`config.mk`:
```
export PLATFORM = sky130hd
export DESIGN_NAME = dwc_mac
export DESIGN_NICKNAME = d
export VERILOG_FILES = /design/src/rtl/depthwise_conv3x3_padded_assert.svh /design/src/rtl/dwc_pkg.sv /design/src/rtl/dwc_mac.sv
export SDC_FILE = /design/constraint.sdc
export NUM_CORES = 1
export LEC_CHECK = 0
export ABC_AREA = 0
export BUFFER_PORTS_ARGS = -buffer_cell sky130_fd_sc_hd__clkbuf_2
export CORE_MARGIN = 2
export CORE_UTILIZATION = 25
export DETAILED_ROUTE_END_ITERATION = 8
export HOLD_SLACK_MARGIN = 0.08
export SKIP_CTS_REPAIR_TIMING = 1
export SLEW_MARGIN = 20
export SYNTH_ARGS = -nofsm -noshare
export SYNTH_HDL_FRONTEND = slang
export SYNTH_SLANG_ARGS = --single-unit
```
`constraint.sdc`:
```
create_clock -name clk -period 12.5 [get_ports clk]
set_input_delay 2.5 -clock clk [delete_from_list [all_inputs] [get_ports clk]]
set_output_delay 2.5 -clock clk [all_outputs]
set_load 0.05 [all_outputs]
```
`src/rtl/depthwise_conv3x3_padded_assert.svh`:
```
// Assertion macros for the depthwise 3x3 convolution block.
// Included by the top level; expects clk and rst in scope.
`ifndef DEPTHWISE_CONV3X3_PADDED_ASSERT_SVH
`define DEPTHWISE_CONV3X3_PADDED_ASSERT_SVH

`ifndef SYNTH
// Check that a property holds on every edge outside reset
`define DWC_ASSERT(lbl, prop, msg) \
  lbl: assert property (@(posedge clk) disable iff (rst) prop) else $error(msg);
// Check that a condition holds in the cycle after a trigger
`define DWC_ASSERT_NEXT(lbl, ante, cons, msg) \
  lbl: assert property (@(posedge clk) disable iff (rst) (ante) |=> (cons)) else $error(msg);
`else
`define DWC_ASSERT(lbl, prop, msg)
`define DWC_ASSERT_NEXT(lbl, ante, cons, msg)
`endif

`endif

```
`src/rtl/dwc_pkg.sv`:
```
// Shared types and constants for the depthwise 3x3 convolution block.
// No dependencies.
package dwc_pkg;

  // Item modes
  localparam logic [1:0] MODE_WEIGHT = 2'd0;
  localparam logic [1:0] MODE_PIXEL  = 2'd1;
  localparam logic [1:0] MODE_QUERY  = 2'd2;

  // Register indexes (decoded from paddr[2])
  localparam logic REG_ACTIVE_HEIGHT = 1'b0;
  localparam logic REG_ACTIVE_WIDTH  = 1'b1;

  localparam int KERN_DIM = 3;
  localparam int KTAPS    = KERN_DIM * KERN_DIM;

  localparam int VAL_W  = 16;
  localparam int PROD_W = 2 * VAL_W;
  localparam int SUM_W  = 35;
  localparam int SIZE_W = 6;
  // Wide enough for a neighbour position up to the largest image dimension
  localparam int DIM_W  = 9;

  // Control for the shared multiply-accumulate unit
  typedef struct packed {
    logic clear;   // zero the accumulator
    logic en;      // a tap arrives this cycle
    logic tap_ok;  // tap lies inside the active image
  } mac_ctl_t;

endpackage

```
`src/rtl/dwc_mac.sv`:
```
// Shared multiply-accumulate unit: registered Q16.16 product, Q19.16 accumulator.
// Depends on dwc_pkg.
module dwc_mac (
  input  logic                              clk,
  input  logic                              rst,
  input  dwc_pkg::mac_ctl_t                 ctl,
  input  logic signed [dwc_pkg::VAL_W-1:0]  pixel,
  input  logic signed [dwc_pkg::VAL_W-1:0]  weight,
  output logic signed [dwc_pkg::SUM_W-1:0]  acc
);
  import dwc_pkg::*;

  logic signed [PROD_W-1:0] mult;
  logic signed [PROD_W-1:0] prod;
  logic                     prod_valid;

  // Signed product of one pixel and one weight
  assign mult = pixel * weight;

  // Multiply stage: drop taps outside the image
  always_ff @(posedge clk) begin
    if (rst) begin
      prod_valid <= 1'b0;
    end else begin
      prod_valid <= ctl.en;
    end
    prod <= ctl.tap_ok ? mult : '0;
  end

  // Accumulate stage
  always_ff @(posedge clk) begin
    if (ctl.clear) begin
      acc <= '0;
    end else if (prod_valid) begin
      acc <= acc + {{(SUM_W - PROD_W){prod[PROD_W-1]}}, prod};
    end
  end

endmodule

```
### After elaboration in Yosys (flattened, before gate mapping)

Index checks and enable logic that the tools add are counted.

* bits in registers: 68
* logic and storage cells: 5

* $add $sub $neg: 1
* multiply operators: 1

Operator list (number)
* 35-bit adder: 1
* 16-bit by 16-bit multiplier with 32-bit output: 1

### Depth between registers and ports, before layout

Gate-level depths: netlist (run 1).

* depth in word-level cells: 1
* gate-level depth with buffers: 25
* depth with buffers taken out: 24

### Least setup slack after synthesis (run 1)

OpenSTA, ideal clock, no wires.

* kind: input to register
* start: input port pixel[15] (netlist bit)
* end: register prod[30]
* setup time: 0.078 ns
* arrival: 7.903 ns
* setup slack: 4.519 ns
* stages on the path: 21
* path buffers: 1
* path through: clkbuf_1 nand2_1 fa_1 inv_1 fa_1 fa_1 fa_1 fa_1 inv_1 fa_1 inv_1 ha_1 a21o_1 a21o_1 a21oi_1 o211ai_1 a31oi_2 nor4_1 o31a_1 o21a_1 nor3_1

* cells in the longest elaborated chain, start to end: 1

Ends and longest elaborated chain
* start, declared: line dwc_mac.sv:7 `input logic signed [dwc_pkg::VAL_W-1:0] pixel,`
* 16-bit by 16-bit multiplier with 32-bit output: line dwc_mac.sv:18 `assign mult = pixel * weight;`
* end signal, assigned: line dwc_mac.sv:27 `prod <= ctl.tap_ok ? mult : '0;`
* end, declared: line dwc_mac.sv:14 `logic signed [PROD_W-1:0] prod;`

Every way passes these cells.
A chain may end at the register's enable or synchronous reset.

### Final worst setup path (run 1)

* start: input port weight[10] (netlist bit)
* end: register prod[30]

* cells in the longest elaborated chain, start to end: 1

Ends and longest elaborated chain
* start, declared: line dwc_mac.sv:8 `input logic signed [dwc_pkg::VAL_W-1:0] weight,`
* 16-bit by 16-bit multiplier with 32-bit output: line dwc_mac.sv:18

Every way passes these cells.

==> results of run 1 <==
==> final timing paths <==
check,slack (ns),depth (start not counted),end,startpoint
worst max-delay path,4.31,22,prod[30]$_SDFF_PN0_,weight[10]
worst min-delay path,0.50,2,acc[12]$_SDFFE_PP0P_,acc[12]$_SDFFE_PP0P_
worst max register to register,9.45,12,acc[34]$_SDFFE_PP0P_,acc[0]$_SDFFE_PP0P_
worst min register to register,0.50,2,acc[12]$_SDFFE_PP0P_,acc[12]$_SDFFE_PP0P_
==> layer usage <==
metal | global-route usage, % | wire (um) | vias to the layer above
met2 | 19.07 | 14960 | 215
met1 | 17.52 | 16760 | 4945
met4 | 2.159 | 232 | 0
li1 | - | - | 4805
met3 | 2.360 | 1833 | 16
met5 | 0 | 0 | -
==> flip-flops by register name, summed over array words and instances, names as in the netlist <==
register	flops
acc	35
prod_valid	1
prod	32
==> tightest hold or removal path, cell delays in order, from the launching register on <==
cell and delay (ns):
dfxtp_1 0.33, nand2b_1 0.07, a21oi_1 0.05
==> cells in the final DEF (no fill, tap or decap), types with 23 or more instances in the layout <==
cell,instances
inv_1,321
fa_1,263
nand2_1,153
and2_1,127
ha_1,116
nor2_1,93
clkbuf_2,71
dfxtp_1,67
a21oi_1,51
xnor2_1,34
o21ai_0,23
==> metrics by stage <==
| step | std cells | setup WS (ns) | utilization (%) | hold WS [ns] | instance area [sq um] |
|---|---|---|---|---|---|
| 2_1_floorplan | 1533 | 4.519 | - | 0.5510 | 13730 |
| 3_5_place_dp | 2254 | 3.953 | 27.35 | 0.5009 | 14770 |
| 6_report | 2270 | 4.310 | 27.87 | 0.4998 | 15060 |
| 3_3_place_gp | 2254 | 4.042 | 27.35 | 0.4876 | 14770 |
| 4_1_cts | 2270 | 4.290 | 27.87 | 0.5088 | 15060 |
| 5_1_grt | 2270 | 3.948 | 27.87 | 0.5501 | 15060 |
==> final cells by class <==
class	instances	area [sq um]
Clock buffer	11	232.7
Clock inverter	5	52.55
Timing Repair Buffer	72	362.8
Sequential cell	68	1363
Tap cell	696	870.8
Fill cell	5774	38970
Inverter	322	1209
Multi-Input combinational cell	1096	10970
==> logic make-up (layout without fill, tap and decap cells) <==
family | Yosys count | count (layout) | synth area share (%)
xor gates and xnor gates | 55 | 55 | 3.509
muxes | 23 | 23 | 1.686
AOI/OAI and AO/OA | 173 | 173 | 8.977
DFF | 68 | 68 | 9.916
buffers and inverters | 369 | 410 | 10.18
and+or+nand+nor | 466 | 466 | 16.81
adders and majority gates | 379 | 379 | 48.92
==> key figures, run 1 <==
Worst hold path
  – Hold Crit Class: reg2reg

Critical path
  – Data arrival, critical path: about 8.4 ns
  – Buf/Inv on CP: 5
  – Worst path top cell family by delay: adder cells
  – Critical path type: in2reg
  – Critical path peak fanout: 16
  – Worst Path Required: 12.75 ns
  – Cell mode on critical path: fa_1
  – CP max stage cell: fa_1
  – Startpoint types: primary input
  – CP max stage delay: 0.55 ns
  – Cell Chain, Critical Path: clkbuf_2, and2_1, fa_1, inv_1, fa_1, inv_1, fa_1, fa_1, fa_1, inv_1, fa_1, inv_1, ha_1, a21oi_1, o211ai_1, a22o_1, a21o_1, a31oi_2, nor4_1, o31a_1, o21a_1, nor3_1
  – Crit. End Element: register

STA
  – RSZ-0062 raised after global routing: no
  – Finish-stage setup viols: 0
  – Period utilisation layout: roughly 66%
  – Final hold violation count: 0
  – Post-route setup TNS: 0 ns
  – Layout Skew: 0.008350 ns
  – Max Freq: roughly 120 MHz
  – Fin crit period: 8.190 ns
  – Max-slew violation count: 0
  – Slew headroom: 36.10%
  – Actual slew at the worst max-slew pin: 0.9586 ns

Detailed routing
  – DRT Pass-1 Iters: 5
  – Drt wl/cell: 14.88 um
  – Vias: 9981
  – Drt total wl: 33780 um
  – Initial DRC Count: 506
  – Routed Antenna Nets: 0
  – Via density: between 4 and 5
  – DRC: 0

GRT
  – Initial antenna violation count: 0
  – First-pass GRT wire length: 55600 um
  – Total GRT Usage: between 10% and 20%
  – Global-route congestion overflow total: 0
  – Largest net degree at the start of global routing: 54
  – Vias in the first global route: 10460

Die
  – Core Footprint: 54030 sq um
  – Starting Density: between 20% and 30%
  – # IOs: 72
  – Die Wd: 238.3 um
  – Die span in y: ~240 um
  – Die area: 56800 sq um
  – Cell Rows: 85

Placed design
  – Final GP Congestion: around 0.86
  – Dpl hpwl: around 29000 um
  – Buffers on Ports: 71

Job
  – Max Cap Viol: 0

Yosys
  – Top cells by area, synth: fa_1 38%, ha_1 11%, dfxtp_1 9.9%, inv_1 8.8%, and2_1 5.8%
  – Post-synth top area share: around two fifths
  – Seq/Total Area, Yosys: about a tenth
  – Top_reg_cell synth: dfxtp_1
  – Async SR Flop Fraction: 0%
  – Distinct cells, synth: 69
  – Largest area contributor in the netlist: fa_1
  – Synthesized area: 13730 sq um
  – Synth warn: 0
  – Syn Inst Count: 1533
  – Commonest cells in the netlist: 321 x inv_1, 263 x fa_1, 153 x nand2_1, 127 x and2_1, 116 x ha_1
  – Yosys reg bits: 68
  – Synth Area per Inst: 8.955 sq um
  – Post-synth EDFFs: 0
  – Most frequent cell after synthesis: inv_1
  – Syn nets: 1949

Clocking
  – Clk Latency, worst-skew pair: 0.34 ns
  – H-tree Lvls: 3
  – CTS tree: done
  – CTS Buffer Depth: 2
  – Total CTS buffers: 9
  – CTS root buf: clkbuf_16
  – TritonCTS sink count: 68
  – Reg clk slew, reported paths: roughly 0.050 ns

Final layout
  – Area grow syn2layout: 9.697%
  – # diodes: 0
  – Share of layout cells above drive strength 1: 6.798%
  – Layout Nets: 1985

Status
  – Status: complete, no violations
Power of run 1 is not shown: default switching activity piles up to over one toggle a cycle in this logic, so the estimate is an artifact.
==> inputs of run 2 (changes only) <==
==> constraint.sdc (replaced) <==
create_clock -name clk -period 8.3 [get_ports clk]
set_input_delay 1.66 -clock clk [delete_from_list [all_inputs] [get_ports clk]]
set_output_delay 1.66 -clock clk [all_outputs]
set_load 0.05 [all_outputs]
==> key figures, run 2 (synthesized netlist as in run 1, its figures left out) <==
Status
  – Status: complete, no violations

Die
  – Cell Rows: 85
  – Die Wd: 238.3 um
  – Die span in y: 238.3 um
  – Core Footprint: between 50000 and 60000 sq um
  – # IOs: 72
  – Starting Density: approximately 25%
  – Die area: approximately 57000 sq um

Final layout
  – Regs by FF count: acc: 35 flops, prod: 32 flops, prod_valid: 1 flops
  – Post-layout util: 28.02%
  – Most frequent cells in the layout: 321 x inv_1, 263 x fa_1, 153 x nand2_1
  – # diodes: 0
  – Max reg flops: 35
  – Sequential cell area: 1363 sq um
  – Multi-input logic area: 10970 sq um
  – Largest reg by FF count: acc
  – Filler cells: 5747
  – Area grow syn2layout: 10.27%
  – Commonest non-fill, non-tap cell in the layout: inv_1
  – Layout Nets: between 1500 and 2000
  – Share of layout cells above drive strength 1: 7.043%

STA
  – Layout Skew: 0.008777 ns
  – Actual slew at the worst max-slew pin: 0.9651 ns
  – Fin crit period: ~7.3 ns
  – Max-slew violation count: 0
  – Finish-stage setup viols: 0
  – Slew headroom: 35.66%
  – RSZ-0062 raised after global routing: no
  – Max Freq: 137.7 MHz
  – Final hold violation count: 0
  – Post-route setup TNS: 0 ns
  – Period utilisation layout: between 80 and 90%

Worst hold path
  – Hold Path End: acc[12]$_SDFFE_PP0P_
  – Hold Startpoint: acc[12]$_SDFFE_PP0P_
  – Hold Crit Class: reg2reg
  – Hold Path Cell Cnt: 2

Detailed routing
  – Via density: 4.365
  – Drt wl/cell: 14.86 um
  – Vias: 9917
  – DRC: 0
  – Drt total wl: 33760 um
  – Routed Antenna Nets: 0
  – Initial DRC Count: 402
  – DRT Pass-1 Iters: 7

Clocking
  – Clk Latency, worst-skew pair: 0.33 ns
  – CTS root buf: clkbuf_16
  – TritonCTS sink count: 68
  – Reg clk slew, reported paths: 0.06 ns
  – CTS Buffer Depth: 2
  – CTS tree: done
  – H-tree Lvls: 3
  – Total CTS buffers: 9

GRT
  – Initial antenna violation count: 0
  – Total GRT Usage: 12.16%
  – Largest net degree at the start of global routing: 54
  – Global-route congestion overflow total: 0
  – Vias in the first global route: 10450
  – First-pass GRT wire length: 55710 um

Placed design
  – Buffers on Ports: 71
  – Final GP Congestion: 0.8481
  – Dpl hpwl: 28850 um

Critical path
  – Critical path peak fanout: 16
  – Worst reg2reg path startpoint: acc[0]$_SDFFE_PP0P_
  – FF-to-FF setup slack: about 5.3 ns
  – Worst Path Required: 8.54 ns
  – Worst r2r dst: acc[32]$_SDFFE_PP0P_
  – R2r worst-path depth: 11
  – Startpoint types: primary input
  – Critical path type: in2reg
  – Data arrival, critical path: 7.50 ns
  – Crit. End Element: register

Job
  – Max Cap Viol: 0
## run 2: worst max-delay path by stage
stage,end,cells after the start,from,slack [ns]
after floorplan,prod[30]$_SDFF_PN0_,21,pixel[15],1.16
after global placement,prod[30]$_SDFF_PN0_,22,weight[10],0.79
after detailed placement,prod[30]$_SDFF_PN0_,23,pixel[7],0.71
after CTS,prod[30]$_SDFF_PN0_,23,pixel[7],1.06
after global routing,prod[30]$_SDFF_PN0_,21,pixel[8],0.66
final,prod[30]$_SDFF_PN0_,20,pixel[7],1.04
## run 2: final cells by class
type | instances | share of cell area [%]
repair buffers | 74 | 2.496
multi-input cells | 1096 | 72.46
inverters | 322 | 7.984
well taps | 696 | 5.753
clock buffers | 9 | 1.488
flip-flops and latches | 68 | 9.001
clock inverters | 7 | 0.8182
## run 2: critical path, stage by stage
cell and delay [ns]:
clkbuf_2 0.29, and2_1 0.26, fa_1 0.53, inv_1 0.06
fa_1 0.46, fa_1 0.50, fa_1 0.54, inv_1 0.05
fa_1 0.49, fa_1 0.41, ha_1 0.35, a21oi_1 0.31
o21ai_0 0.18, a22o_1 0.22, a21o_1 0.23, a31oi_2 0.20
nor4_1 0.11, o31a_1 0.31, o21a_1 0.17, nor3_1 0.16
## run 2: metrics by stage
step                setup WS [ns]  std cells  cell area [sq um]  hold slack (ns)
detailed placement         0.7105       2256              14790           0.4909
CTS                         1.062       2272              15140           0.5009
floorplan                   1.159       1533              13730           0.5510
finish                      1.036       2272              15140           0.4993
global route               0.6597       2272              15140           0.5499
global placement           0.7896       2256              14790           0.4878
## run 2: per-layer routing
metal  up-vias  share of wire [%]  global-route usage [%]
met5         -                  0                       0
met4         0                1.0                   2.178
met3        27                5.4                   2.129
met2       236                 44                   19.11
met1      4868                 50                   17.60
li1       4786                  -                       -
Power of run 2 is left out for the same reason.
==> inputs of run 3 (changes only) <==
--- a/config.mk
+++ b/config.mk
@@ -7,10 +7,11 @@
 export LEC_CHECK = 0
 export ABC_AREA = 0
 export BUFFER_PORTS_ARGS = -buffer_cell sky130_fd_sc_hd__clkbuf_2
-export CORE_MARGIN = 2
+export CORE_MARGIN = 3
 export CORE_UTILIZATION = 25
 export DETAILED_ROUTE_END_ITERATION = 8
 export HOLD_SLACK_MARGIN = 0.08
+export PLACE_DENSITY = 0.5
 export SKIP_CTS_REPAIR_TIMING = 1
 export SLEW_MARGIN = 20
 export SYNTH_ARGS = -nofsm -noshare
==> key figures, run 3 (synthesized netlist as in run 1, its figures left out) <==
Worst hold path
  – Hold Crit Class: reg2reg
  – Hold Path Cell Cnt: 2

Die
  – Cell Rows: 85
  – Core Footprint: 54030 sq um
  – Die area: 57760 sq um
  – Starting Density: 25.41%
  – Die Wd: 240.3 um
  – # IOs: 72
  – Die span in y: 240.3 um

Final layout
  – Final Instance Count excl. Fillers: 2271
  – Area grow syn2layout: 9.862%
  – Share of layout cells above drive strength 1: between 6 and 7%
  – # diodes: 0
  – Post-layout instance area: roughly 15000 sq um
  – Commonest non-fill, non-tap cell in the layout: inv_1
  – Filler cells: 5780
  – Max reg flops: 35
  – Layout Nets: 1987
  – Regs by FF count: acc: 35 flops, prod: 32 flops, prod_valid: 1 flops
  – Largest reg by FF count: acc
  – Most frequent cells in the layout: 321 x inv_1, 263 x fa_1, 153 x nand2_1

STA
  – Actual slew at the worst max-slew pin: 1.026 ns
  – Post-route setup TNS: 0 ns
  – RSZ-0062 raised after global routing: no
  – Period utilisation layout: between 80% and 90%
  – Final hold violation count: 0
  – PnR worst setup slack: 1.028 ns
  – Layout Skew: 0.004212 ns
  – Max-slew violation count: 0
  – Finish-stage setup viols: 0
  – Fin crit period: 7.272 ns
  – Slew headroom: 31.61%
  – Max Freq: 137.5 MHz

Clocking
  – Reg clk slew, reported paths: 0.05 ns
  – Clk Latency, worst-skew pair: between 0.3 and 0.4 ns
  – TritonCTS sink count: 68
  – CTS tree: done
  – CTS Buffer Depth: 2
  – H-tree Lvls: 3
  – Total CTS buffers: 9
  – CTS root buf: clkbuf_16

Detailed routing
  – Initial DRC Count: 450
  – DRC: 0
  – Drt wl/cell: 15.07 um
  – Via density: 4.296
  – DRT Pass-1 Iters: 7
  – Routed Antenna Nets: 0
  – Vias: 9757
  – Drt total wl: 34220 um

GRT
  – Largest net degree at the start of global routing: 54
  – Total GRT Usage: 12.28%
  – Vias in the first global route: 10600
  – Initial antenna violation count: 0
  – Global-route congestion overflow total: 0
  – First-pass GRT wire length: 56970 um

Critical path
  – Critical path peak fanout: 16
  – R2r worst-path depth: 11
  – Worst Path Required: 8.55 ns
  – Worst path top cell family by delay: adder cells
  – Cell mode on critical path: fa_1
  – CP max stage cell: fa_1
  – Cell Chain, Critical Path: clkbuf_2, and2_1, fa_1, inv_1, fa_1, inv_1, fa_1, fa_1, fa_1, inv_1, fa_1, inv_1, ha_1, a21oi_1, o211ai_1, a22o_1, a21o_1, a31oi_2, nor4_1, o31a_1, o21a_1, nor3_1
  – Buf/Inv on CP: 5
  – Data arrival, critical path: 7.52 ns
  – Crit. End Element: register
  – Cell count along the critical path: 22
  – CP max stage delay: around 0.53 ns
  – Startpoint types: primary input
  – Critical path type: in2reg

Placed design
  – Final GP Congestion: 0.8250
  – Dpl cells: 2256
  – Buffers on Ports: 71
  – Placed Area: approximately 15000 sq um
  – Pre-CTS WS: about 0.65 ns
  – Dpl hpwl: 29300 um

Status
  – Status: complete, no violations

Job
  – Max Cap Viol: 0
-- run 3: cell count changes in the layout (fill, tap and decap cells not counted), sizes merged --
cell	delta
bufinv	-2
clkbuf	+2
clkinv	-1
clkinvlp	+1
inv	-1
-- run 3: path summary, 6_finish.rpt --
path / from / endpoint / slack [ns]
worst max-delay path: weight[10] / prod[30]$_SDFF_PN0_ / 1.03
worst min-delay path: acc[7]$_SDFFE_PP0P_ / acc[7]$_SDFFE_PP0P_ / 0.51
worst max register to register: acc[0]$_SDFFE_PP0P_ / acc[32]$_SDFFE_PP0P_ / 5.17
worst min register to register: acc[7]$_SDFFE_PP0P_ / acc[7]$_SDFFE_PP0P_ / 0.51
-- run 3: worst min-delay path: stages, from the launching register on --
cell and delay, ns:
dfxtp_1 0.33, nor2_1 0.09, a211oi_1 0.05
-- run 3: layout make-up --
class / count / area [sq um] / share of cell area (%)
repair buffers: 74 / 377.9 / 2.505
clock inverters: 4 / 50.05 / 0.3318
clock buffers: 11 / 242.7 / 1.609
inverters: 322 / 1209 / 8.014
flip-flops and latches: 68 / 1363 / 9.034
multi-input cells: 1096 / 10970 / 72.73
well taps: 696 / 870.8 / 5.774
-- run 3: per-layer routing --
layer / track usage, % / part of all wire, % / wire (um) / up-vias
met5: 0 / 0 / 0 / -
met2: 19.17 / 44 / 14900 / 163
met3: 1.663 / 4.2 / 1442 / 12
met4: 1.749 / 0.61 / 208 / 0
li1: - / - / - / 4792
met1: 18.45 / 52 / 17670 / 4790
-- run 3: per-stage QoR --
| stage | util (%) | hold slack (ns) |
|---|---|---|
| finish | 27.92 | 0.5139 |
| global route | 27.92 | 0.5558 |
| CTS | 27.92 | 0.5233 |
| detailed placement | 27.37 | 0.5158 |
| global placement | 27.37 | 0.5079 |
| floorplan | - | 0.5510 |
Power of run 3 is left out for the same reason.
